--- src/rtl/dct_pkg.sv ---
`default_nettype none
package dct_pkg;
   localparam int N = 8;
   localparam int ELEMS = N * N;
   localparam int IDX_W = 6;
   localparam int LINE_W = 3;
   localparam int SAMPLE_W = 20;
   localparam int TRANS_W = 24;
   localparam int COEF_W = 15;
   localparam int ACC_W = 44;
   localparam int FRAC = 14;

   typedef logic signed [COEF_W-1:0] coef_type;

   function automatic coef_type half_cos(input logic [3:0] m);
      case (m)
         4'd0: half_cos = 15'sd8192;
         4'd1: half_cos = 15'sd8035;
         4'd2: half_cos = 15'sd7568;
         4'd3: half_cos = 15'sd6811;
         4'd4: half_cos = 15'sd5793;
         4'd5: half_cos = 15'sd4551;
         4'd6: half_cos = 15'sd3135;
         4'd7: half_cos = 15'sd1598;
         default: half_cos = 15'sd0;
      endcase
   endfunction

   // w(k,n) = c(k) * cos(pi*(2n+1)*k/16) in Q1.14
   function automatic coef_type basis(input logic [2:0] k, input logic [2:0] n);
      logic [4:0] m;
      logic [4:0] mm;
      logic [7:0] prod;
      prod = ({4'd0, n, 1'b1}) * {5'd0, k};
      m = prod[4:0];
      mm = (m > 5'd16) ? 5'd0 - m : m;
      if (k == 3'd0) basis = 15'sd5793;
      else if (mm > 5'd8) basis = -half_cos(4'(5'd16 - mm));
      else basis = half_cos(mm[3:0]);
   endfunction

   typedef struct packed {
      logic           start;
      logic           col_pass;
      logic           inverse;
   } pass_ctl_type;
endpackage
`default_nettype wire

--- src/rtl/dct_ram.sv ---
`default_nettype none
module dct_ram #(
   parameter int WIDTH = 24,
   parameter int DEPTH = 64
) (
   input  wire logic                     clock,
   input  wire logic                     wr_en,
   input  wire logic [$clog2(DEPTH)-1:0] wr_addr,
   input  wire logic [WIDTH-1:0]         wr_data,
   input  wire logic [$clog2(DEPTH)-1:0] rd_addr,
   output logic      [WIDTH-1:0]         rd_data
);
   logic [WIDTH-1:0] mem [DEPTH];

   always_ff @(posedge clock) begin
      if (wr_en) mem[wr_addr] <= wr_data;
      rd_data <= mem[rd_addr];
   end
endmodule
`default_nettype wire

--- src/rtl/dct_mac.sv ---
`default_nettype none
module dct_mac
   import dct_pkg::*;
(
   input  wire logic                       clock,
   input  wire logic                       clear,
   input  wire logic                       en,
   input  wire logic signed [TRANS_W-1:0]  x,
   input  wire logic [2:0]                 k,
   input  wire logic [2:0]                 n,
   output logic signed [TRANS_W-1:0]       sat24,
   output logic signed [SAMPLE_W-1:0]      sat20
);
   logic signed [TRANS_W+COEF_W-1:0] prod_ff, prod_in;
   logic signed [ACC_W-1:0] acc_ff, acc_in, rnd;

   assign prod_in = x * basis(k, n);
   always_comb begin
      acc_in = acc_ff;
      if (clear) acc_in = '0;
      if (en) acc_in = acc_in + ACC_W'(prod_ff);
   end
   always_ff @(posedge clock) begin
      prod_ff <= prod_in;
      acc_ff  <= acc_in;
   end

   // round half up, then clamp
   assign rnd = (acc_ff + ACC_W'(1 << (FRAC - 1))) >>> FRAC;
   always_comb begin
      if (rnd > ACC_W'((1 << (TRANS_W - 1)) - 1)) sat24 = {1'b0, {(TRANS_W-1){1'b1}}};
      else if (rnd < -ACC_W'(1 << (TRANS_W - 1))) sat24 = {1'b1, {(TRANS_W-1){1'b0}}};
      else sat24 = rnd[TRANS_W-1:0];
      if (rnd > ACC_W'((1 << (SAMPLE_W - 1)) - 1)) sat20 = {1'b0, {(SAMPLE_W-1){1'b1}}};
      else if (rnd < -ACC_W'(1 << (SAMPLE_W - 1))) sat20 = {1'b1, {(SAMPLE_W-1){1'b0}}};
      else sat20 = rnd[SAMPLE_W-1:0];
   end
endmodule
`default_nettype wire

--- src/rtl/dct_2d_block_transform_core.sv ---
`default_nettype none
// channel | dir | tdata bits                      | tuser / tlast
// req     | in  | sample_value [19:0]             | -
// rsp     | out | coeff_value [19:0], index[25:20]| tlast = last_of_block
// csr     | in  | direction [0]                   | -
// Loading takes one item per cycle while the sender offers samples. The two
// passes then run the multiply-accumulates through the block and transpose RAMs:
// each output reads its eight taps, drains the pipeline and then writes the
// result. Then the 64 results are read out (RAM read, then output register)
// when the sink is ready; a new read is not issued before the last one has
// reached the output register. Reset clears counters and the direction; RAM
// contents are undefined. A rsp stall holds the read-out.
module dct_2d_block_transform_core
   import dct_pkg::*;
(
   input  wire logic        clock,
   input  wire logic        reset,
   input  wire logic        req_tvalid,
   output logic             req_tready,
   input  wire logic [23:0] req_tdata,   // sample_value[19:0]
   output logic             rsp_tvalid,
   input  wire logic        rsp_tready,
   output logic [31:0]      rsp_tdata,   // coeff_value[19:0], coeff_index[25:20]
   output logic             rsp_tlast,   // last_of_block
   input  wire logic        csr_valid,
   output logic             csr_ready,
   input  wire logic        csr_data     // direction
);
   localparam logic [2:0] S_LOAD = 3'd0, S_CALC = 3'd1, S_EMIT = 3'd2;

   logic [2:0] state_ff, state_in;
   logic [IDX_W:0] cnt_ff, cnt_in;
   logic dir_ff, inv_ff, inv_in, pass_ff, pass_in;
   // calc counters: output element e (line, a) and tap b, plus drain
   logic [IDX_W-1:0] elem_ff, elem_in;
   logic [3:0] tap_ff, tap_in;

   logic b_we; logic [IDX_W-1:0] b_wa, b_ra; logic [SAMPLE_W-1:0] b_wd, b_rd;
   logic t_we; logic [IDX_W-1:0] t_wa, t_ra; logic [TRANS_W-1:0] t_wd, t_rd;

   logic [2:0] line_i, out_a, tap_b;
   logic signed [TRANS_W-1:0] x;
   logic signed [TRANS_W-1:0] s24;
   logic signed [SAMPLE_W-1:0] s20;
   logic mac_clear, mac_en, d1_ff, d2_ff;
   logic [2:0] k_ff, n_ff;

   // output pipeline: rsp register fed by RAM read
   logic rv_ff, rv_in, rl_ff, rl_in, rd_pend_ff, rd_pend_in;
   logic [IDX_W-1:0] ri_ff, ri_in, pend_idx_ff, pend_idx_in;
   logic [SAMPLE_W-1:0] rdat_ff, rdat_in;

   pass_ctl_type ctl;

   assign line_i = elem_ff[5:3];
   assign out_a  = elem_ff[2:0];
   assign tap_b  = tap_ff[2:0];
   assign ctl    = '{start: (state_ff == S_CALC), col_pass: pass_ff, inverse: inv_ff};

   dct_ram #(.WIDTH(SAMPLE_W), .DEPTH(ELEMS)) u_block (
      .clock, .wr_en(b_we), .wr_addr(b_wa), .wr_data(b_wd), .rd_addr(b_ra), .rd_data(b_rd));
   dct_ram #(.WIDTH(TRANS_W), .DEPTH(ELEMS)) u_trans (
      .clock, .wr_en(t_we), .wr_addr(t_wa), .wr_data(t_wd), .rd_addr(t_ra), .rd_data(t_rd));

   dct_mac u_mac (.clock, .clear(mac_clear), .en(mac_en), .x(x), .k(k_ff), .n(n_ff),
      .sat24(s24), .sat20(s20));

   assign csr_ready  = (state_ff == S_LOAD);
   assign req_tready = (state_ff == S_LOAD);
   assign x = ctl.col_pass ? t_rd : TRANS_W'(signed'(b_rd));

   // tap pipeline stages in order: read address, data, product reg, acc
   always_ff @(posedge clock) begin
      // basis indices aligned to RAM data
      k_ff <= ctl.inverse ? tap_b : out_a;
      n_ff <= ctl.inverse ? out_a : tap_b;
      d1_ff <= ctl.start && (tap_ff < 4'd8);
      d2_ff <= d1_ff;
   end
   assign mac_clear = (state_ff == S_CALC) && (tap_ff == 4'd0);
   assign mac_en = d2_ff;

   always_comb begin
      state_in = state_ff; cnt_in = cnt_ff; inv_in = inv_ff; pass_in = pass_ff;
      elem_in = elem_ff; tap_in = tap_ff;
      b_we = 1'b0; b_wa = cnt_ff[IDX_W-1:0]; b_wd = req_tdata[SAMPLE_W-1:0];
      t_we = 1'b0; t_wa = {out_a, line_i}; t_wd = s24;
      b_ra = {line_i, tap_b}; t_ra = {line_i, tap_b};
      rv_in = rv_ff; rl_in = rl_ff; ri_in = ri_ff; rdat_in = rdat_ff;
      rd_pend_in = 1'b0; pend_idx_in = pend_idx_ff;
      if (rv_ff && rsp_tready) rv_in = 1'b0;
      case (state_ff)
         S_LOAD: begin
            if (req_tvalid) begin
               b_we = 1'b1;
               if (cnt_ff == 7'(ELEMS - 1)) begin
                  cnt_in = '0; inv_in = dir_ff; pass_in = 1'b0;
                  elem_in = '0; tap_in = '0; state_in = S_CALC;
               end else cnt_in = cnt_ff + 7'd1;
            end
         end
         S_CALC: begin
            // taps 0..7 issue reads, 8..10 drain, 11 writes result
            if (tap_ff == 4'd11) begin
               if (pass_ff) begin
                  b_we = 1'b1; b_wa = {out_a, line_i}; b_wd = s20;
               end else t_we = 1'b1;
               tap_in = '0;
               elem_in = elem_ff + 6'd1;
               if (elem_ff == 6'(ELEMS - 1)) begin
                  if (pass_ff) begin
                     state_in = S_EMIT; cnt_in = '0;
                  end else pass_in = 1'b1;
               end
            end else tap_in = tap_ff + 4'd1;
         end
         S_EMIT: begin
            b_ra = cnt_ff[IDX_W-1:0];
            if (rd_pend_ff) begin
               rv_in = 1'b1; rdat_in = b_rd; ri_in = pend_idx_ff;
               rl_in = (pend_idx_ff == 6'(ELEMS - 1));
            end
            if (!rd_pend_ff && (!rv_ff || rsp_tready)) begin
               if (cnt_ff == 7'(ELEMS)) begin
                  if (!rv_ff || rsp_tready) begin
                     state_in = S_LOAD; cnt_in = '0;
                  end
               end else begin
                  rd_pend_in = 1'b1; pend_idx_in = cnt_ff[IDX_W-1:0];
                  cnt_in = cnt_ff + 7'd1;
               end
            end
         end
         default: state_in = S_LOAD;
      endcase
   end

   always_ff @(posedge clock) begin
      if (reset) begin
         state_ff <= S_LOAD; cnt_ff <= '0; dir_ff <= 1'b0; inv_ff <= 1'b0;
         pass_ff <= 1'b0; elem_ff <= '0; tap_ff <= '0; rv_ff <= 1'b0;
         rd_pend_ff <= 1'b0;
      end else begin
         state_ff <= state_in; cnt_ff <= cnt_in; inv_ff <= inv_in;
         pass_ff <= pass_in; elem_ff <= elem_in; tap_ff <= tap_in;
         rv_ff <= rv_in; rd_pend_ff <= rd_pend_in;
         if (csr_valid && csr_ready) dir_ff <= csr_data;
      end
      rl_ff <= rl_in; ri_ff <= ri_in; rdat_ff <= rdat_in; pend_idx_ff <= pend_idx_in;
   end

   assign rsp_tvalid = rv_ff;
   assign rsp_tdata  = {6'd0, ri_ff, rdat_ff};
   assign rsp_tlast  = rl_ff;
endmodule
`default_nettype wire

--- config.mk ---
export PLATFORM = sky130hd
export DESIGN_NAME = dct_2d_block_transform_core
export DESIGN_NICKNAME = d
export VERILOG_FILES = /design/src/rtl/dct_pkg.sv /design/src/rtl/dct_ram.sv /design/src/rtl/dct_mac.sv /design/src/rtl/dct_2d_block_transform_core.sv
export SDC_FILE = /design/constraint.sdc
export NUM_CORES = 2
export LEC_CHECK = 0
export BUFFER_PORTS_ARGS = -buffer_cell sky130_fd_sc_hd__buf_2
export CAP_MARGIN = 5
export CORE_MARGIN = 5
export CORE_UTILIZATION = 40
export DETAILED_ROUTE_END_ITERATION = 10
export SYNTH_ARGS = -nofsm -noshare
export SYNTH_HDL_FRONTEND = slang
export SYNTH_SLANG_ARGS = --single-unit
export TNS_END_PERCENT = 50
--- constraint.sdc ---
create_clock -name clock -period 12.15 [get_ports clock]
set_clock_uncertainty 0.05 [all_clocks]
set_input_delay 1.215 -clock clock [delete_from_list [all_inputs] [get_ports clock]]
set_output_delay 1.215 -clock clock [all_outputs]
set_load 0.05 [all_outputs]
=== After elaboration in Yosys (flattened, before gate mapping) ===
Memories as Yosys holds them, arrays and structs flattened. A register that Yosys moved wholly into a read port is not among the register bits.
Cells that the tools add are included.

* Register bits: 149
* RAM bits: 2,816
* Memory bits (read-only): 224
* Input port bits: 30
* Output and inout port bits: 36
* Logic and storage cells: 150
* Memories: 4

* Add/subtract/negate cells: 8
* $mul: 2
* $lt $le $gt $ge: 7
* Equal/unequal tests: 16
* Multiplexer cells: 69
* Bitwise operators: 3
* Reduce and logical (&&, ||, !) cells: 22

{| class="wikitable"
|+ Memory list
! memory !! words !! bits a word !! read ports !! clocked after memory_dff !! write ports !! RTL line !! source
|-
| u_trans.mem || 64 || 24 || 1 || 1 || 1 || dct_ram.sv:13 || <nowiki>logic [WIDTH-1:0] mem [DEPTH];</nowiki>
|-
| u_block.mem || 64 || 20 || 1 || 1 || 1 || dct_ram.sv:13 ||
|-
| (no name shown) || 8 || 14 || 1 || 0 || 0 || dct_pkg.sv:16 || <nowiki>case (m)</nowiki>
|-
| (no name shown) || 8 || 14 || 1 || 0 || 0 || dct_pkg.sv:16 ||
|}

{| class="wikitable"
|+ Operators with widths
! operator !! number
|-
| $mux 20 || 5
|-
| $mux 15 || 6
|-
| $mux 44 || 2
|-
| $mux 24 || 3
|-
| $mux 7 || 8
|-
| $add 44x15->44 const B || 1
|-
| $add 44x39->44 || 1
|-
| $mux 6 || 7
|-
| $mul 24x15->39 || 1
|-
| $gt 30x20->1 const B || 1
|-
| $gt 30x24->1 const B || 1
|-
| $lt 30x20->1 const B || 1
|-
| $lt 30x24->1 const B || 1
|-
| $mux 3 || 10
|-
| $pmux 7 s3 || 1
|-
| $mux 1 || 18
|-
| $neg 15->15 || 1
|-
| $eq 6x6->1 const B || 2
|-
| $mux 4 || 3
|-
| $pmux 6 s2 || 1
|-
| $ne 2x2->1 const B || 5
|-
| $pmux 3 s3 || 1
|-
| $reduce_and 3->1 || 3
|-
| $pmux 4 s2 || 1
|-
| 32 further kinds || 43
|}

=== Depth between registers and ports, before layout ===
An unclocked memory read counts as a cell.

* Depth in word-level cells: 12
* Depth in mapped cells: 46
* Mapped depth without buffers: 43

=== Cells and area by module ===
A second synthesis with hierarchy kept.

* Cell total of the unflattened synthesis: 7,510
* Area total of the unflattened synthesis: 131,934.0 sq um

{| class="wikitable"
|+ By module, submodules not included
! module !! instances !! cells an instance !! area an instance (sq um) !! sequential area each (sq um)
|-
| dct_ram (u_trans) || 1 || 2,610 || 59,295.6 || 46,604.7
|-
| dct_ram (u_block) || 1 || 2,243 || 49,495.0 || 38,837.2
|-
| dct_mac || 1 || 2,338 || 19,725.2 || 1,661.6
|-
| dct_2d_block_transform_core || 1 || 319 || 3,418.3 || 1,631.6
|}

=== Least setup slack after synthesis ===
No wires, ideal clock.

* Kind: register -> register
* Start point: reg k_ff[0]
* End point: reg u_mac.prod_ff[37]
* Setup time: 0.106 ns
* Arrival time: 10.538 ns
* Required time: 11.994 ns
* Slack: 1.456 ns
* Cell stages (with the launch flop): 43
* Buffers on the path: 4
* Clock period less this slack: 10.694 ns
* Path through: dfxtp_1 > clkbuf_1 > nand2_1 > fa_1 > inv_1 > ha_1 > fa_1 > xnor2_2 > xnor3_1 > nor2_1 > xnor2_1 > clkbuf_1 > ha_1 > clkbuf_1 > nor2_1 > a21o_1 > ha_1 > nand2_1 > [7 not listed] > inv_1 > fa_1 > inv_1 > fa_1 > inv_1 > fa_1 > fa_1 > inv_1 > ha_1 > a21o_1 > a21o_1 > a21oi_1 > nor2_1 > or4b_2 > o2111a_1 > nand3_1 > a21oi_1 > o311ai_0

* Cells in the longest elaborated chain, start to end: 12
* Elaborated cells on any way between the ends: 17
* Those cells by class: 3 x add/sub; 2 x mul; 2 x order compare; 7 x mux; 1 x reduce/logical; 2 x memory

{| class="wikitable"
|+ Ends and longest elaborated chain
! element !! RTL line !! source
|-
| start, declared || dct_2d_block_transform_core.sv:46 || <nowiki>logic [2:0] k_ff, n_ff;</nowiki>
|-
| start signal, assigned || dct_2d_block_transform_core.sv:75 || <nowiki>k_ff <= ctl.inverse ? tap_b : out_a;</nowiki>
|-
| $mul 4x3->5 || dct_pkg.sv:34 || <nowiki>prod = ({4'd0, n, 1'b1}) * {5'd0, k};</nowiki>
|-
| $sub 1x5->5 / $gt 5x5->1 (equally long branches) || dct_pkg.sv:36 || <nowiki>mm = (m > 5'd16) ? 5'd0 - m : m;</nowiki>
|-
| $mux 5 || dct_pkg.sv:36 ||
|-
| $sub 1x4->4 || dct_pkg.sv:38 || <nowiki>else if (mm > 5'd8) basis = -half_cos(4'(5'd16 - mm));</nowiki>
|-
| $mem_v2 8x14 || - ||
|-
| $mux 15 || dct_pkg.sv:16 ||
|-
| $mux 15 || dct_pkg.sv:38 ||
|-
| $mux 15 || dct_pkg.sv:37 || <nowiki>if (k == 3'd0) basis = 15'sd5793;</nowiki>
|-
| $neg 15->15 || dct_pkg.sv:38 ||
|-
| $mux 15 || dct_pkg.sv:38 ||
|-
| $mux 15 * || dct_pkg.sv:37 ||
|-
| $mul 24x15->39 * || dct_mac.sv:17 || <nowiki>assign prod_in = x * basis(k, n);</nowiki>
|-
| net u_mac.prod_in[37] || dct_mac.sv:14 || <nowiki>logic signed [TRANS_W+COEF_W-1:0] prod_ff, prod_in;</nowiki>
|-
| end signal, assigned || dct_mac.sv:24 || <nowiki>prod_ff <= prod_in;</nowiki>
|-
| end, declared || dct_mac.sv:14 ||
|}

Mark *: on every way through the listed nets, which the timed path passes. The rest lies on a longest branch. The select of a mux whose other input is x is not followed.
A chain may end at the register's enable or synchronous reset.

=== Final worst setup path ===
* Start point: reg k_ff[1]
* End point: reg u_mac.prod_ff[37]

The elaborated chain is that of the path after synthesis.

==> summary.txt <==
Critical Path End Type: flip-flop
Routed WL: 344,000 µm
fin crit period: 11.44 ns
Via density: 5.65
Worst EP arrival: 12.15 ns
final period utilization: 0.942
worst path required time: 12.86 ns
Pre-antenna DRT Iters: 6
Lkg Pwr: 52.7 nW
Synth Cell Area: 0.131 mm²
Max Root-Sink Buffers: 4
met3 Track Usage GR: 0.0325
f_max: 0.0874 GHz
CTS tree: done
RSZ-0062 raised after global routing: false
Setup TNS: 0 ns
top post-synthesis cells by area: edfxtp_1, mux4_2, fa_1, dfxtp_1, nand2_1
area leader, netlist: edfxtp_1
vias: 68,600
die height: 582 µm
post-synth cell types: 81
fin. max-slew vios: 0
Slowest Stage Delay on Critical Path: 0.66 ns
final setup fails: 0
Primary FF master, synth: edfxtp_1
Hold Buf Count CTS: 0
CP top delay family: adder cells
Crit Path Max Fanout: 14
CP most frequent cell: fa_1
Core Util, Final: 0.454
Clk pin slew, worst setup/hold paths: 0.06 ns
antenna viol nets, final: 0
vias in the first global route: 70,600
FP Rows: 210
Post-Syn Area per Cell: 17.9 µm²
Setup WS post-layout: 0.706 ns
Critical path buffers and inverters: 5
gp weighted congestion: 0.877
Mapped Cells: 7,311
measured slew at the worst slew-check pin: 1.23 ns
Post-route DRC: 0
GRT met1 Usage: 0.271
grt peak-use layer: met2
Area growth syn-to-layout: 13.1%
register area share after synthesis: 0.678
max-cap violations: 0
worst vdd ir: 0.000201 V
global-route wire length before repair: 498,000 µm
core area: 0.327 mm²
Fillers: 27,800
Pwr Density: 166 mW/mm²
Initial Util: 0.401
IO Pins: 66
final net count: 8,058
met2 Use GR: 0.329
pre-CTS WS: 0.304 ns
YS warnings: 0
most frequent cells after synthesis: edfxtp_1, mux4_2, nand2_1
Synth top area share: 0.653
Hold Vio Cnt, Final: 0
asr flop ratio synth: 0
Seq cells post-synth: 3,008
DRT iter0 DRCs: 7,174
Wirelength per Cell: 28.3 µm
crit path kind: reg -> reg
clock buffer count from CTS: 320
DP HPWL: 205,000 µm
Die X: 582 µm
layout cells sized above 1: 0.224
IO Port Bufs: 55
die area: 0.339 mm²
H-tree levels: 5
overall global routing resource usage: 0.200
number of synthesized flops with an enable pin: 2,849
crit start category: flip-flop
largest net degree at the start of global routing: 126
CP max stage cell: or4b_2
GR Overflow Total: 0
Hold Crit Class: reg -> reg
Rel. slew slack: 0.181
run status: finished clean
worst skew pair latency: 0.91 ns
clock root buffer: clkbuf_16
CTS Sinks: 3,008
initial antenna violation count: 22
count leader, synth: edfxtp_1
-- stage by stage --
stage,area (µm²),power [mW],cells,hold WS (ns)
2_1_floorplan,131000,14.3,7316,0.260
3_3_place_gp,138000,15.2,11500,0.377
3_5_place_dp,138000,15.2,11500,0.374
4_1_cts,148000,24.8,12100,0.398
5_1_grt,148000,25.7,12100,0.390
6_report,148000,24.6,12100,0.385
-- layout by cell type (no fill, tap or decap), drive strengths merged, types with 114 or more instances in the layout --
master / Yosys / layout
edfxtp: 2849 / 2849
mux4: 781 / 781
nand2: 687 / 687
inv: 389 / 409
clkbuf: 202 / 402
fa: 343 / 343
nor2: 298 / 298
buf: 166 / 252
ha: 163 / 163
dfxtp: 159 / 159
nand3: 157 / 157
clkinv: 1 / 121
a21oi: 114 / 114
-- layout make-up --
type	instances	area [µm²]	area share
well taps	4346	5440	0.0367
clock inverters	180	1940	0.0131
repair buffers	252	1880	0.0127
multi-input cells	3550	40300	0.272
clock buffers	402	8390	0.0566
inverters	390	1470	0.00991
diodes	12	30.0	0.000203
flip-flops and latches	3008	88800	0.599
-- path summary, 6_finish.rpt --
check	startpoint	to	slack [ns]	cells after the start
min	d1_ff	d2_ff	0.39	0
max	k_ff[1]	u_mac.prod_ff[37]	0.71	38
min reg2reg	d1_ff	d2_ff	0.39	0
max reg2reg	k_ff[1]	u_mac.prod_ff[37]	0.71	38
-- sequential cells by signal, summed over array words and instances, names as in the netlist, 2 cells and up --
signal and flops:
n_ff 3, cnt_ff 7, u_trans.mem 1536, elem_ff 6
state_ff 2, ri_ff 6, u_mac.acc_ff 44, pend_idx_ff 6
u_mac.prod_ff 39, u_block.rd_data 20, tap_ff 4, rdat_ff 20
u_block.mem 1280, u_trans.rd_data 24, k_ff 3
-- cell families after synthesis --
family | synth area share
flops | 0.678
buf+inv | 0.0229
mux | 0.149
compound gates | 0.0251
simple gates | 0.0490
xor+xnor | 0.00890
fa+ha+maj | 0.0680
other cells | 0.0000286
-- repair_timing --
item,CTS,global route
setup buffers,0,0
resized for setup,0,3
setup endpoints to repair,0,8
endpoints found under the hold margin,0,0
-- layer usage --
metal  part of all wire  vias to the layer above  routed length, µm
li1                   -                    28800                  -
met1               0.40                    36700             139000
met2               0.49                     2485             168000
met3              0.067                      566              23100
met4              0.039                       10              13300
met5            0.00022                        -                 77
-- power by group --
part | leakage [nW] | internal, mW | switching [mW]
clock | 5.00 | 5.51 | 4.14
sequential | 30.5 | 11.4 | 0.0576
combinational | 17.2 | 1.50 | 2.03
No activity file was read; power rests on OpenSTA's default activity.
